## src/hw/rtl/ssa_pkg.sv

```systemverilog
`default_nettype none
package ssa_pkg;

  localparam int FRAMES    = 16;
  localparam int FRAME_W   = 4;
  localparam int MAX_SLOTS = 128;
  localparam int SLOT_W    = 7;
  localparam int CNT_W     = 8;
  localparam int PTR_W     = 5;
  localparam int SADDR_W   = FRAME_W + SLOT_W;
  localparam int LIVE_W    = 12;
  localparam int PIU_W     = 5;

  localparam logic [PTR_W-1:0] LIST_NULL = PTR_W'(FRAMES);
  localparam logic [CNT_W-1:0] MIN_SLOTS = CNT_W'(4);
  localparam logic [CNT_W-1:0] TOP_SLOTS = CNT_W'(MAX_SLOTS);

  localparam logic [1:0] MODE_ALLOC = 2'd0;
  localparam logic [1:0] MODE_FREE  = 2'd1;
  localparam logic [1:0] MODE_CLEAR = 2'd2;

  localparam logic [1:0] STS_OK     = 2'd0;
  localparam logic [1:0] STS_NOPAGE = 2'd1;
  localparam logic [1:0] STS_DOUBLE = 2'd2;
  localparam logic [1:0] STS_BADH   = 2'd3;

  // per-frame record: stack top, fresh-region mark, free slot count
  typedef struct packed {
    logic [SLOT_W-1:0] top;
    logic [CNT_W-1:0]  mark;
    logic [CNT_W-1:0]  free;
  } rec_t;

  typedef struct packed {
    logic [SLOT_W-1:0] link;
    logic              taken;
  } slot_word_t;

  typedef struct packed {
    logic               en;
    logic [FRAME_W-1:0] addr;
    rec_t               data;
  } rec_wr_t;

  typedef struct packed {
    logic               en;
    logic [FRAME_W-1:0] addr;
    logic [PTR_W-1:0]   data;
  } ptr_wr_t;

  typedef struct packed {
    logic               en;
    logic [SADDR_W-1:0] addr;
    slot_word_t         data;
  } slot_wr_t;

endpackage
`default_nettype wire

```

## src/hw/rtl/ssa_page_ram.sv

```systemverilog
`default_nettype none
module ssa_page_ram (
  input  wire                            clk,
  input  wire                            rd_en,
  input  wire  [ssa_pkg::FRAME_W-1:0]    rd_addr,
  input  ssa_pkg::rec_wr_t               rec_wr,
  input  ssa_pkg::ptr_wr_t               nxt_wr,
  input  ssa_pkg::ptr_wr_t               prv_wr,
  output ssa_pkg::rec_t                  rec_q,
  output logic [ssa_pkg::PTR_W-1:0]      nxt_q,
  output logic [ssa_pkg::PTR_W-1:0]      prv_q
);
  import ssa_pkg::*;

  rec_t             rec_mem [FRAMES];
  logic [PTR_W-1:0] nxt_mem [FRAMES];
  logic [PTR_W-1:0] prv_mem [FRAMES];

  always_ff @(posedge clk) begin
    if (rec_wr.en) begin
      rec_mem[rec_wr.addr] <= rec_wr.data;
    end
    if (nxt_wr.en) begin
      nxt_mem[nxt_wr.addr] <= nxt_wr.data;
    end
    if (prv_wr.en) begin
      prv_mem[prv_wr.addr] <= prv_wr.data;
    end
    if (rd_en) begin
      rec_q <= rec_mem[rd_addr];
      nxt_q <= nxt_mem[rd_addr];
      prv_q <= prv_mem[rd_addr];
    end
  end

endmodule
`default_nettype wire

```

## config.mk

```make
export PLATFORM = sky130hd
export DESIGN_NAME = ssa_page_ram
export DESIGN_NICKNAME = d
export VERILOG_FILES = /design/src/hw/rtl/ssa_pkg.sv /design/src/hw/rtl/ssa_page_ram.sv
export SDC_FILE = /design/constraint.sdc
export NUM_CORES = 1
export LEC_CHECK = 0
export ABC_AREA = 0
export ABC_CLOCK_PERIOD_IN_PS = 3200
export BUFFER_PORTS_ARGS = -buffer_cell sky130_fd_sc_hd__buf_2
export CAP_MARGIN = 30
export CORE_MARGIN = 8
export CORE_UTILIZATION = 50
export DETAILED_ROUTE_END_ITERATION = 8
export GPL_TIMING_DRIVEN = 0
export PLACE_DENSITY = 0.67
export SYNTH_ARGS = -nofsm -noshare
export SYNTH_HDL_FRONTEND = slang
export SYNTH_SLANG_ARGS = --single-unit
```

## constraint.sdc

```tcl
create_clock -name clk -period 3.2 [get_ports clk]
set_clock_uncertainty 0.1 [all_clocks]
set_input_delay 0.16 -clock clk [delete_from_list [all_inputs] [get_ports clk]]
set_output_delay 0.16 -clock clk [all_outputs]
set_load 0.05 [all_outputs]
```

==> results.md <==
* Starting density of the core at 0.506
* Number of buffers created by CTS at 56
* Post-synthesis cell area at approximately 0.021 sq mm
* FF+latch area at about 0.017 sq mm
* Routed wire length at about 47000 um
* Final Cell Area at 0.0249 sq mm
* Post-route insts no fill at approximately 1.7k
* Rel. slew slack at 0.334
* Seq/Total Area, Yosys at 0.796
* Hold Path Class: primary input to flip-flop
* Total Nets Final at between 1k and 1.5k
* WL per Instance at between 20 and 30 um
* GRT Overall Usage at 0.190
* Drt first-iter violations at 1126
* Area Overhead vs Synth at 17.8%
* Top post-synthesis cells by area: edfxtp_1 80%, mux4_2 12%, a22oi_1 2.3%
* Power per Cell Area at roughly 620 mW/mm^2
* Compound-Gate Fraction of Synth Area at 0.0234
* Mux cell area share after synthesis at 0.143
* Clock period minus worst slack at 1.99 ns
* Multi-input logic area at between 0.004 and 0.005 sq mm
* Leading area contributor after synthesis: edfxtp_1
* Via Count at roughly 10k
* Layout cell share with drive strength beyond 1 at 0.297
* Post CTS Setup Buffer Count at 0
* Final GP Congestion at ~0.75
* Die Area at 0.0492 sq mm
* Horiz. Die Dim at 222 um
* Placed instance area at about 0.023 sq mm
* Post_cts resized at 0
* Core area at 0.0419 sq mm
* Maximum vdd drop at about 0.52 mV
* Placed insts at 1554
* Pwr Total at 0.0156 W
* Syn_nets at just under 1k
* Vias in the first global route at approximately 11k
* 1st-pass router iterations at 5
* Dpl hpwl at between 20000 and 30000 um
* Final Core Density at 0.596
* CTS tree: yes
* Fmax achieved at 0.504 GHz
* Worst Setup Start Kind: primary input
* CTS sink cnt at about 560
* CTS max path bufs at 3
* CTS root buf: clkbuf_16
* Largest net degree at the start of global routing at 25
* CP endpoint kind: flip-flop
* Fin crit share at 0.620
* Cells after synthesis at 910
* RSZ-0062 raised after global routing: no
* Share of the synthesized area in the top cell type at 0.796
* Max-cap violations at 0
* Clock-pin slew on the worst setup and hold paths at 0.06 ns
* Syn. warnings at 0
* Required @ worst endpoint at 3.31 ns
* DRC at 0
* Final Hold Fails at 0
* Initial antenna violation count at 0
* Largest family of logic cells by synthesized area: multiplexers
* Post-Synth XOR/XNOR Area at 0
* Slew Limit Fails at 0
* Outcome: finished clean
* Post-Synth Adder-Cell Area at 0
* Fillcell total at approximately 3.0k
* Die H at around 220 um
* Routed Antenna Nets at 0
* CP arrival at around 2.1 ns
* Crit Path Category: primary input to flip-flop
* Final setup violation count at 0
* Port Buffers at 84
* Worst-skew pair later-pin latency at 0.59 ns
* Hold buffers post-CTS at 43
* Commonest non-fill, non-tap cells in the layout: 561 x edfxtp_1, 116 x mux4_2, 100 x buf_2, 66 x a22oi_1, 57 x clkbuf_16
* Ports at 87
* Tightest Pin Transition at 0.997 ns
* Lkg Pwr at about 8.1 nW
* Most common cell after layout, fill and taps aside: edfxtp_1
* Maximum fanout along the worst path at 23
* Syn Area/Cell at about 23 sq um
* Vias/cell at a little under 6
* Setup TNS at 0 ns
* Library cells used by synthesis at 19
* Grt ovf at 0
* #FFs+latches synth at about 560
* CTS H-tree lvls at 2
* Synth Area in Simple Gates at 0.0225
* First-pass GRT wire length at approximately 69000 um
* Num rows at 75
[stage by stage]
stage | hold WS (ns) | setup slack, ns
5_1_grt | 0.0585 | 1.17
3_5_place_dp | 0.446 | 0.596
3_3_place_gp | 0.435 | -1.76
4_1_cts | 0.000626 | 1.22
2_1_floorplan | 0.159 | 0.392
6_report | 0.0336 | 1.22
[metal layers]
| layer | wire [um] | global-route usage | vias up |
|---|---|---|---|
| met5 | 0 | 0 | - |
| met4 | 1280 | 0.0669 | 0 |
| met3 | 3330 | 0.0368 | 90 |
| met2 | 22100 | 0.299 | 400 |
| met1 | 20200 | 0.265 | 5344 |
| li1 | - | - | 4312 |
[worst max-delay path, stage by stage]
cell and delay (ns):
dlygate4sd3_1 0.53, buf_2 0.18, nand2b_1 0.35, nor2_4 0.84
[synthesized netlist by cell type, drive strengths merged]
cell / instances
or3b: 3
nand3: 3
buf: 25
nor2: 37
nor3: 12
nand3b: 6
and2: 1
edfxtp: 561
a22oi: 66
mux4: 132
nand2: 36
nand2b: 6
nor2b: 2
clkbuf: 20
[report_power, final]
group	total, W	switching (W)	internal (W)	leakage (nW)
clock network	0.00628	0.00265	0.00363	0.861
logic	0.000964	0.000609	0.000355	2.15
registers	0.00832	0.0000398	0.00828	5.10
total	0.0156	0.00330	0.0123	8.11
[flip-flops by register name, summed over array words and instances, names as in the netlist]
| signal | cells |
|---|---|
| nxt_mem | 80 |
| nxt_q | 5 |
| prv_mem | 80 |
| prv_q | 5 |
| rec_mem | 368 |
| rec_q | 23 |
[final timing paths]
check	slack, ns	end	from	cells past startpoint
setup reg to reg	1.52	nxt_q[1]	nxt_mem[11][1]	3
hold / removal	0.03	nxt_mem[15][1]	nxt_wr[8]	3
hold reg to reg	0.65	prv_q[4]	prv_mem[7][4]	3
setup / recovery	1.22	rec_mem[6][0]	rec_wr[23]	4
[logic make-up (layout without fill, tap and decap cells)]
logic type             after synthesis  after routing
muxes                              132            132
other                                0              1
DFF                                561            561
and+or+nand+nor                    106            106
AOI/OAI and AO/OA                   66             66
buffers and inverters               45            296
[layout make-up]
cell class / count / share of cell area
Clock buffer: 63 / 0.0581
Buffer: 45 / 0.0129
Tap cell: 539 / 0.0270
Antenna cell: 1 / 0.000100
Clock inverter: 37 / 0.0120
Timing Repair Buffer: 151 / 0.0491
Sequential cell: 561 / 0.676
Multi-Input combinational cell: 304 / 0.165
Power figures use the tool's default switching activity.
